File: src/rtl/nps_pkg.sv
// ----------------------------------------------------------------------------
// nps_pkg
// Shared types and constants for the nearest point search block.
// ----------------------------------------------------------------------------
package nps_pkg;

  localparam int COORD_W = 16;  // signed Q8.8 coordinate
  localparam int ID_W    = 8;
  localparam int DIST_W  = 36;  // squared distance, Q20.16
  localparam int SQ_W    = 32;  // one squared axis term
  localparam int ABS_W   = 16;  // magnitude of one axis difference
  localparam int DIFF_W  = 17;
  localparam int STAT_W  = 2;
  localparam int OSLOT_W = 4;   // slot width on the result beat
  localparam int IN_DATA_W  = 56;
  localparam int OUT_DATA_W = 56;

  localparam logic [DIST_W-1:0] THRESH_RESET = 36'd6553600000;

  // Result status codes
  localparam logic [STAT_W-1:0] STAT_OK    = 2'd0;
  localparam logic [STAT_W-1:0] STAT_FULL  = 2'd1;
  localparam logic [STAT_W-1:0] STAT_EMPTY = 2'd2;

  // Item kinds carried on in_tuser
  localparam logic KIND_APPEND = 1'b0;
  localparam logic KIND_QUERY  = 1'b1;

  // Which result beat to build
  typedef enum logic [1:0] {
    RES_APP_OK,
    RES_APP_FULL,
    RES_EMPTY,
    RES_QUERY
  } res_t;

  // One stored point
  typedef struct packed {
    logic [ID_W-1:0]    id;
    logic [COORD_W-1:0] z;
    logic [COORD_W-1:0] y;
    logic [COORD_W-1:0] x;
  } point_t;

  // Controller to datapath
  typedef struct packed {
    logic capture;   // latch the accepted input beat
    logic append_wr; // write latched point into the next free slot
    logic start;     // reset running minimum and scan index
    logic issue;     // read one slot into the distance pipeline
    logic load_out;  // load the result register
    res_t res;       // which result to build
  } cmd_t;

  // Datapath to controller
  typedef struct packed {
    logic kind;       // kind of the latched item
    logic tbl_empty;
    logic tbl_full;
    logic scan_last;  // current scan index is the last stored slot
    logic pipe_busy;  // distance pipeline still holds a slot
    logic out_free;   // result register can take a new beat
  } stat_t;

endpackage

File: src/rtl/nearest_point_search.sv
// Query: after acceptance the item is dispatched, the table is scanned with one
// table read per cycle, the distance pipeline drains and the result register is
// loaded; an append or empty-table query goes from dispatch to the result load. One
// item is in work at a time; the next beat is taken while a result waits.
// Synchronous rst_n empties the table, zeroes the winner slot and restores the
// 100000.0 (Q20.16) threshold; the memory is not cleared.
// ----------------------------------------------------------------------------
// nearest_point_search
// Brute-force nearest neighbor over a table of 3D Q8.8 points, squared
// Euclidean distance, with append and query beats on one stream.
// ----------------------------------------------------------------------------
module nearest_point_search
  import nps_pkg::*;
#(
  parameter int TABLE_DEPTH = 16
) (
  input  logic                  clk,
  input  logic                  rst_n,
  // Input stream
  input  logic                  in_tvalid,
  output logic                  in_tready,
  input  logic [IN_DATA_W-1:0]  in_tdata,   // pos_x, pos_y, pos_z, point_id
  input  logic                  in_tuser,   // kind
  // Result stream
  output logic                  out_tvalid,
  input  logic                  out_tready,
  output logic [OUT_DATA_W-1:0] out_tdata,  // status, found, winner_slot,
                                            // winner_id, winner_distance
  // Threshold register
  input  logic                  cfg_wr_en,
  input  logic [DIST_W-1:0]     cfg_wr_data
);

  cmd_t  cmd;
  stat_t stat;

  nps_ctrl u_ctrl (
    .clk       (clk),
    .rst_n     (rst_n),
    .in_tvalid (in_tvalid),
    .in_tready (in_tready),
    .stat      (stat),
    .cmd       (cmd)
  );

  nps_dp #(
    .TABLE_DEPTH (TABLE_DEPTH)
  ) u_dp (
    .clk         (clk),
    .rst_n       (rst_n),
    .cmd         (cmd),
    .stat        (stat),
    .in_tdata    (in_tdata),
    .in_tuser    (in_tuser),
    .cfg_wr_en   (cfg_wr_en),
    .cfg_wr_data (cfg_wr_data),
    .out_tvalid  (out_tvalid),
    .out_tready  (out_tready),
    .out_tdata   (out_tdata)
  );

endmodule

File: src/rtl/nps_ctrl.sv
// ----------------------------------------------------------------------------
// nps_ctrl
// Sequencer for the nearest point search: accepts one beat, dispatches
// append or query, steps the table scan and hands the result to the output.
// ----------------------------------------------------------------------------
module nps_ctrl
  import nps_pkg::*;
(
  input  logic  clk,
  input  logic  rst_n,
  input  logic  in_tvalid,
  output logic  in_tready,
  input  stat_t stat,
  output cmd_t  cmd
);

  typedef enum logic [2:0] {
    S_IDLE,
    S_DISPATCH,
    S_SCAN,
    S_DRAIN,
    S_DONE
  } state_t;

  state_t state_r, state_nxt;
  res_t   res_r, res_nxt;

  // Next state and result selection
  always_comb begin
    state_nxt = state_r;
    res_nxt   = res_r;
    case (state_r)
      S_IDLE: begin
        if (in_tvalid) state_nxt = S_DISPATCH;
      end
      S_DISPATCH: begin
        if (stat.kind == KIND_APPEND) begin
          res_nxt   = stat.tbl_full ? RES_APP_FULL : RES_APP_OK;
          state_nxt = S_DONE;
        end else if (stat.tbl_empty) begin
          res_nxt   = RES_EMPTY;
          state_nxt = S_DONE;
        end else begin
          res_nxt   = RES_QUERY;
          state_nxt = S_SCAN;
        end
      end
      S_SCAN: begin
        if (stat.scan_last) state_nxt = S_DRAIN;
      end
      S_DRAIN: begin
        if (!stat.pipe_busy) state_nxt = S_DONE;
      end
      S_DONE: begin
        if (stat.out_free) state_nxt = S_IDLE;
      end
      default: state_nxt = S_IDLE;
    endcase
  end

  // State and registered result code
  always_ff @(posedge clk) begin
    if (!rst_n) begin
      state_r <= S_IDLE;
      res_r   <= RES_APP_OK;
    end else begin
      state_r <= state_nxt;
      res_r   <= res_nxt;
    end
  end

  // Commands decoded from state
  assign in_tready     = (state_r == S_IDLE);
  assign cmd.capture   = (state_r == S_IDLE) && in_tvalid;
  assign cmd.append_wr = (state_r == S_DISPATCH) && (stat.kind == KIND_APPEND) &&
                         !stat.tbl_full;
  assign cmd.start     = (state_r == S_DISPATCH) && (stat.kind == KIND_QUERY) &&
                         !stat.tbl_empty;
  assign cmd.issue     = (state_r == S_SCAN);
  assign cmd.load_out  = (state_r == S_DONE) && stat.out_free;
  assign cmd.res       = res_r;

endmodule

File: src/rtl/nps_dp.sv
// ----------------------------------------------------------------------------
// nps_dp
// Datapath: point table memory, squared distance pipeline, running minimum,
// threshold register and the result output register.
// ----------------------------------------------------------------------------
module nps_dp
  import nps_pkg::*;
#(
  parameter int TABLE_DEPTH = 16
) (
  input  logic                  clk,
  input  logic                  rst_n,
  input  cmd_t                  cmd,
  output stat_t                 stat,
  input  logic [IN_DATA_W-1:0]  in_tdata,
  input  logic                  in_tuser,
  input  logic                  cfg_wr_en,
  input  logic [DIST_W-1:0]     cfg_wr_data,
  output logic                  out_tvalid,
  input  logic                  out_tready,
  output logic [OUT_DATA_W-1:0] out_tdata
);

  localparam int SLOT_W = (TABLE_DEPTH > 1) ? $clog2(TABLE_DEPTH) : 1;
  localparam int CNT_W  = $clog2(TABLE_DEPTH + 1);
  localparam logic [CNT_W-1:0] CNT_MAX = CNT_W'(TABLE_DEPTH);

  // Configuration register
  logic [DIST_W-1:0] thresh_r;

  always_ff @(posedge clk) begin
    if (!rst_n) begin
      thresh_r <= THRESH_RESET;
    end else if (cfg_wr_en) begin
      thresh_r <= cfg_wr_data;
    end
  end

  // Latched input beat
  point_t item_r;
  logic   kind_r;

  always_ff @(posedge clk) begin
    if (cmd.capture) begin
      item_r <= point_t'(in_tdata);
      kind_r <= in_tuser;
    end
  end

  // Table state
  logic [CNT_W-1:0]  count_r;
  logic [SLOT_W-1:0] scan_idx_r;
  logic [SLOT_W-1:0] win_slot_r;
  logic [ID_W-1:0]   win_id_r;
  point_t            mem [TABLE_DEPTH];
  point_t            rd_r;

  // Memory: one write port for appends, one registered read port for the scan
  always_ff @(posedge clk) begin
    if (cmd.append_wr) begin
      mem[count_r[SLOT_W-1:0]] <= item_r;
    end
    if (cmd.issue) begin
      rd_r <= mem[scan_idx_r];
    end
  end

  // Fill count and scan index
  always_ff @(posedge clk) begin
    if (!rst_n) begin
      count_r    <= '0;
      scan_idx_r <= '0;
    end else begin
      if (cmd.append_wr) count_r <= count_r + 1'b1;
      if (cmd.start) begin
        scan_idx_r <= '0;
      end else if (cmd.issue) begin
        scan_idx_r <= scan_idx_r + 1'b1;
      end
    end
  end

  // Pipeline valid bits and slot tags
  logic              v1_r, v2_r, v3_r;
  logic [SLOT_W-1:0] slot1_r, slot2_r, slot3_r;
  logic [ID_W-1:0]   id2_r, id3_r;

  always_ff @(posedge clk) begin
    if (!rst_n) begin
      v1_r <= 1'b0;
      v2_r <= 1'b0;
      v3_r <= 1'b0;
    end else begin
      v1_r <= cmd.issue;
      v2_r <= v1_r;
      v3_r <= v2_r;
    end
  end

  // Stage 2: absolute axis differences
  logic signed [DIFF_W-1:0] dx, dy, dz;
  logic [ABS_W-1:0]         ax_r, ay_r, az_r;

  always_comb begin
    dx = $signed({item_r.x[COORD_W-1], item_r.x}) - $signed({rd_r.x[COORD_W-1], rd_r.x});
    dy = $signed({item_r.y[COORD_W-1], item_r.y}) - $signed({rd_r.y[COORD_W-1], rd_r.y});
    dz = $signed({item_r.z[COORD_W-1], item_r.z}) - $signed({rd_r.z[COORD_W-1], rd_r.z});
  end

  always_ff @(posedge clk) begin
    if (cmd.issue) slot1_r <= scan_idx_r;
    ax_r    <= dx[DIFF_W-1] ? ABS_W'(-dx) : ABS_W'(dx);
    ay_r    <= dy[DIFF_W-1] ? ABS_W'(-dy) : ABS_W'(dy);
    az_r    <= dz[DIFF_W-1] ? ABS_W'(-dz) : ABS_W'(dz);
    slot2_r <= slot1_r;
    id2_r   <= rd_r.id;
  end

  // Stage 3: squares, one multiplier per axis
  logic [SQ_W-1:0] sx_r, sy_r, sz_r;

  always_ff @(posedge clk) begin
    sx_r    <= ax_r * ax_r;
    sy_r    <= ay_r * ay_r;
    sz_r    <= az_r * az_r;
    slot3_r <= slot2_r;
    id3_r   <= id2_r;
  end

  // Stage 4: sum and strict compare against the running minimum
  logic [DIST_W-1:0] sum;
  logic [DIST_W-1:0] best_r;
  logic              found_r;
  logic              better;

  assign sum    = DIST_W'(sx_r) + DIST_W'(sy_r) + DIST_W'(sz_r);
  assign better = v3_r && (sum < best_r);

  always_ff @(posedge clk) begin
    if (cmd.start) begin
      best_r <= thresh_r;
    end else if (better) begin
      best_r <= sum;
    end
  end

  // Winner tracking; the id of slot 0 is picked up when it is first written
  always_ff @(posedge clk) begin
    if (!rst_n) begin
      win_slot_r <= '0;
      found_r    <= 1'b0;
    end else begin
      if (cmd.start) begin
        found_r <= 1'b0;
      end else if (better) begin
        found_r    <= 1'b1;
        win_slot_r <= slot3_r;
      end
    end
  end

  always_ff @(posedge clk) begin
    if (better) begin
      win_id_r <= id3_r;
    end else if (cmd.append_wr && (CNT_W'(win_slot_r) == count_r)) begin
      win_id_r <= item_r.id;
    end
  end

  // Result register
  logic                  out_valid_r;
  logic [STAT_W-1:0]     o_status_r, o_status_nxt;
  logic                  o_found_r, o_found_nxt;
  logic [OSLOT_W-1:0]    o_slot_r, o_slot_nxt;
  logic [ID_W-1:0]       o_id_r, o_id_nxt;
  logic [DIST_W-1:0]     o_dist_r, o_dist_nxt;

  always_comb begin
    o_status_nxt = STAT_OK;
    o_found_nxt  = 1'b0;
    o_slot_nxt   = '0;
    o_id_nxt     = '0;
    o_dist_nxt   = '0;
    case (cmd.res)
      RES_APP_OK:   o_status_nxt = STAT_OK;
      RES_APP_FULL: o_status_nxt = STAT_FULL;
      RES_EMPTY: begin
        o_status_nxt = STAT_EMPTY;
        o_slot_nxt   = OSLOT_W'(win_slot_r);
        o_dist_nxt   = thresh_r;
      end
      RES_QUERY: begin
        o_found_nxt = found_r;
        o_slot_nxt  = OSLOT_W'(win_slot_r);
        o_id_nxt    = win_id_r;
        o_dist_nxt  = best_r;
      end
      default: o_status_nxt = STAT_OK;
    endcase
  end

  always_ff @(posedge clk) begin
    if (!rst_n) begin
      out_valid_r <= 1'b0;
    end else if (cmd.load_out) begin
      out_valid_r <= 1'b1;
    end else if (out_tready) begin
      out_valid_r <= 1'b0;
    end
  end

  always_ff @(posedge clk) begin
    if (cmd.load_out) begin
      o_status_r <= o_status_nxt;
      o_found_r  <= o_found_nxt;
      o_slot_r   <= o_slot_nxt;
      o_id_r     <= o_id_nxt;
      o_dist_r   <= o_dist_nxt;
    end
  end

  assign out_tvalid = out_valid_r;
  assign out_tdata  = {{(OUT_DATA_W - DIST_W - ID_W - OSLOT_W - 1 - STAT_W){1'b0}},
                       o_dist_r, o_id_r, o_slot_r, o_found_r, o_status_r};

  // Status to the controller
  assign stat.kind      = kind_r;
  assign stat.tbl_empty = (count_r == '0);
  assign stat.tbl_full  = (count_r == CNT_MAX);
  assign stat.scan_last = ((CNT_W'(scan_idx_r) + 1'b1) == count_r);
  assign stat.pipe_busy = v1_r | v2_r | v3_r;
  assign stat.out_free  = !out_valid_r || out_tready;

endmodule
File: config.mk
export PLATFORM = sky130hd
export DESIGN_NAME = nearest_point_search
export DESIGN_NICKNAME = d
export VERILOG_FILES = /design/src/rtl/nps_pkg.sv /design/src/rtl/nearest_point_search.sv /design/src/rtl/nps_ctrl.sv /design/src/rtl/nps_dp.sv
export SDC_FILE = /design/constraint.sdc
export NUM_CORES = 2
export LEC_CHECK = 0
export ABC_AREA = 1
export BUFFER_PORTS_ARGS = -buffer_cell sky130_fd_sc_hd__buf_2
export CELL_PAD_IN_SITES_DETAIL_PLACEMENT = 1
export CELL_PAD_IN_SITES_GLOBAL_PLACEMENT = 1
export CORE_ASPECT_RATIO = 0.6
export CORE_UTILIZATION = 50
export CTS_CLUSTER_DIAMETER = 100
export DETAILED_ROUTE_END_ITERATION = 8
export GPL_ROUTABILITY_DRIVEN = 0
export PLACE_DENSITY = 0.82
export SYNTH_ARGS = -nofsm -noshare
export SYNTH_HDL_FRONTEND = slang
export SYNTH_SLANG_ARGS = --single-unit
File: constraint.sdc
create_clock -name clk -period 16.2 [get_ports clk]
set_clock_uncertainty 0.15 [all_clocks]
set_input_delay 0.81 -clock clk [delete_from_list [all_inputs] [get_ports clk]]
set_output_delay 0.81 -clock clk [all_outputs]
set_load 0.005 [all_outputs]
==> results.py <==
metrics = {
    "worst_setup_path": {
        "cpMaxStageDelayCell": "o21ai_1",
        "worstPathCellList": "ha_1, nor2_1, a21oi_1, nand3_1, nand2_1, a21oi_1, o21ai_2, xor2_1, ha_1, nand2_1, inv_1, a21oi_1, o21ai_0, nor3_1, xnor2_1, ha_1, a21oi_1, o21ai_0, a21oi_1, nand3b_1, nand2_1, nand2_1, o21ai_1",
        "cp.arrival_ns": 7.69,
        "crit_path_max_fanout": 12,
        "end_kind": "flop",
        "critPathLaunchType": "flop",
        "max_stage_delay_ns": 0.81,
        "critPathKind": "flop to flop",
        "path_common_cell": "a21oi_1",
        "cp.required_ns": 16.42,
    },
    "drt": {
        "drt_wl_total_mm": 242.1,
        "met3_length_mm": 20.79,
        "routedWlPerCell_um": 24.50,
        "vias": 57130,
        "drc_errors": 0,
        "dr_wl_met2_mm": 109.4,
        "drt_first_iter_violations": 5719,
        "drtAntennaViolNets": 0,
        "drt-pass1-iter-count": 5,
        "vias_per_cell": 5.782,
        "wirelength_met1_mm": 105.5,
        "maxUsedRoutingLayer": "met5",
    },
    "die": {
        "die_w_um": 515.6,
        "rows": 112,
        "core_um2": 156300,
        "start_util_pct": 50.64,
        "dieArea_um2": 159900,
        "ios": 156,
        "die_y_um": 310.1,
    },
    "grt": {
        "grt_pass1_vias": 61590,
        "grt_antenna_before_repair": 6,
        "grt_pass1_wl_mm": 369.0,
        "grt_max_degree": 98,
        "overflow": 0,
        "grt.total_usage_pct": 30.57,
    },
    "clocking": {
        "cts_sinks": 1332,
        "htreeDepth": 4,
        "clkTransAtPathRegs_ns": 0.06,
        "cts_root_buf": "clkbuf_16",
        "cts_setup_buffers": 0,
        "cts.path.max_buffers": 3,
        "cts_buffers": 132,
        "cts_tree": "built",
        "post_cts_resized": 0,
        "clock_latency_ns": 0.80,
    },
    "synthesis": {
        "ys_seq_area_share_pct": 47.72,
        "syn_area_per_cell_um2": 10.40,
        "synth-seq-cells": 1332,
        "netlist_area_um2": 79120,
        "netlist-cell-type-count": 55,
        "yosysWarningCount": 0,
        "synth_flop_cell": "edfxtp_1",
        "postSynth.asyncResetShare_pct": 0,
        "synth_cells": 7611,
        "synth_edf_count": 1108,
    },
    "sta": {
        "finalCritPeriodShare_pct": 46.09,
        "finalSetupViolations": 0,
        "fin_hold_ws_ns": 0.04366,
        "fin_tns_setup_ns": 0,
        "tightestPinTransition_ns": 1.204,
        "clock.fmax_mhz": 133.9,
        "relSlewSlack_pct": 19.44,
        "rsz0062_at_grt": "no",
        "finalHoldViolCount": 0,
        "fin_crit_ns": 7.466,
        "drv_slew": 0,
    },
    "layout": {
        "syn2layout_area_growth_pct": 9.059,
        "finalCoreUtilization_pct": 55.23,
        "design_area_um2": 86290,
        "nNetsFinal": 8716,
        "final_layout_size_suffix_gt1_share_pct": 5.984,
    },
    "worst_hold_path": {
        "hp-class": "input port to flop",
    },
    "placement": {
        "portBuffers": 150,
        "hpwl_mm": 163.2,
        "dpl_cell_area_um2": 81820,
    },
    "run": {
        "maxCapViolations": 0,
    },
    "run_status": {
        "status": "finished clean",
    },
}
==> path summary, 6_finish.rpt <==
| path | cells past startpoint | from | to | slack [ns] |
|---|---|---|---|---|
| setup reg to reg | 23 | u_dp.sy_r[4]$_DFF_P_ | u_dp.win_id_r[5]$_DFFE_PP_ | 8.73 |
| setup / recovery | 23 | u_dp.sy_r[4]$_DFF_P_ | u_dp.win_id_r[5]$_DFFE_PP_ | 8.73 |
| hold / removal | 1 | in_tdata[14] | u_dp.item_r[14]$_DFFE_PP_ | 0.04 |
| hold reg to reg | 0 | u_dp.id2_r[4]$_DFF_P_ | u_dp.id3_r[4]$_DFF_P_ | 0.18 |
==> final cells by class <==
type / instances / area [um2]
sequential: 1332 / 37770
fill: 16890 / 69960
inverter: 1497 / 5625
antenna: 2 / 5.005
tap: 2109 / 2639
clock inverter: 65 / 780.7
multi-input combinational: 4496 / 34670
clock buffer: 173 / 3592
timing repair buffer: 208 / 1209
==> repair_timing <==
item	CTS	global route
hold buffers	9	0
endpoints found under the setup margin	0	0
endpoints found under the hold margin	9	0
==> cell usage after synthesis, types with 3 or more instances <==
cell / n / area, um2
buf_1: 21 / 78.83
inv_2: 3 / 11.26
clkbuf_1: 204 / 765.7
nand4_1: 41 / 256.5
nor2_2: 6 / 37.54
a21oi_2: 3 / 26.28
nor4_1: 7 / 43.79
and2_1: 9 / 56.30
o31ai_1: 4 / 30.03
nand2_4: 3 / 33.78
xnor2_1: 70 / 613.1
buf_4: 22 / 165.2
a21o_1: 23 / 172.7
o221a_2: 3 / 33.78
inv_1: 1492 / 5600
edfxtp_1: 1108 / 33270
o21bai_1: 13 / 97.59
xor2_1: 128 / 1121
o22ai_1: 21 / 131.4
nand2_1: 1145 / 4298
nand3_1: 198 / 991.0
a221oi_1: 3 / 26.28
a21boi_0: 4 / 30.03
buf_2: 41 / 205.2
nand3b_1: 15 / 112.6
fa_1: 496 / 9930
o21ai_1: 9 / 45.04
dfxtp_1: 224 / 4484
o21ai_2: 3 / 26.28
o21ai_0: 476 / 2382
a211oi_1: 4 / 30.03
nand2_2: 16 / 100.1
or2_2: 10 / 62.56
o21a_1: 18 / 135.1
o211ai_1: 229 / 1719
ha_1: 455 / 5693
nor3_1: 36 / 180.2
mux2i_1: 224 / 2242
a31oi_1: 17 / 106.4
nor2_1: 278 / 1044
a21oi_1: 507 / 2537
==> registers in the layout, indices dropped and copies added, names as in the netlist, 16 cells and up <==
| name | cells |
|---|---|
| u_dp.rd_r | 56 |
| u_dp.o_dist_r | 36 |
| u_dp.sy_r | 31 |
| u_dp.az_r | 16 |
| u_dp.mem | 896 |
| u_dp.sx_r | 31 |
| u_dp.item_r | 56 |
| u_dp.best_r | 36 |
| u_dp.thresh_r | 36 |
| u_dp.sz_r | 31 |
| u_dp.ay_r | 16 |
| u_dp.ax_r | 16 |
==> cell usage in the layout (no fill, tap or decap), types with 35 or more instances in the layout <==
master     instances
nand2_1         1144
a21oi_1          507
o21ai_0          475
nor2_1           262
dfxtp_1          220
nor3_1            35
xnor2_1           70
xor2_1           128
o211ai_1         229
buf_2            150
fa_1             496
inv_1           1491
nand4_1           41
buf_4             49
mux2i_1          224
ha_1             455
edfxtp_1        1108
clkbuf_16        136
nand3_1          197
==> per-stage QoR <==
step           setup WS (ns)  std cells
3_3_place_gp           9.669       9633
5_1_grt                8.566       9880
3_5_place_dp           9.299       9633
4_1_cts                9.112       9880
6_report               8.734       9882
2_1_floorplan          9.765       7615
==> worst max-delay path: cells and delay by family (launching register included) <==
kind	cells	cell delay [ns]
adder cells (fa/ha/maj)	3	1.07
AND/OR/NAND/NOR	8	2.44
buffers and inverters	1	0.06
XOR/XNOR	2	0.47
AO/OA/AOI/OAI	9	2.54
flip-flops	1	0.31
==> logic make-up (layout without fill, tap and decap cells) <==
family,Yosys count,after routing,share of synthesized area (%)
XOR/XNOR,198,198,2.192
buffers and inverters,1787,1943,8.666
other,1,7,0.004739
adder cells (fa/ha/maj),951,951,19.74
AND/OR/NAND/NOR,1770,1770,9.198
multiplexers,224,224,2.834
AO/OA/AOI/OAI,1348,1348,9.644
flip-flops,1332,1332,47.72
==> metal layers <==
layer	GRT usage, %	vias to the layer above
met5	0	-
met4	8.751	8
met3	5.890	405
met2	48.25	2228
met1	43.06	29280
li1	-	25210
Power is not shown: default switching activity piles up to over one toggle a cycle in this logic, so the estimate is an artifact.
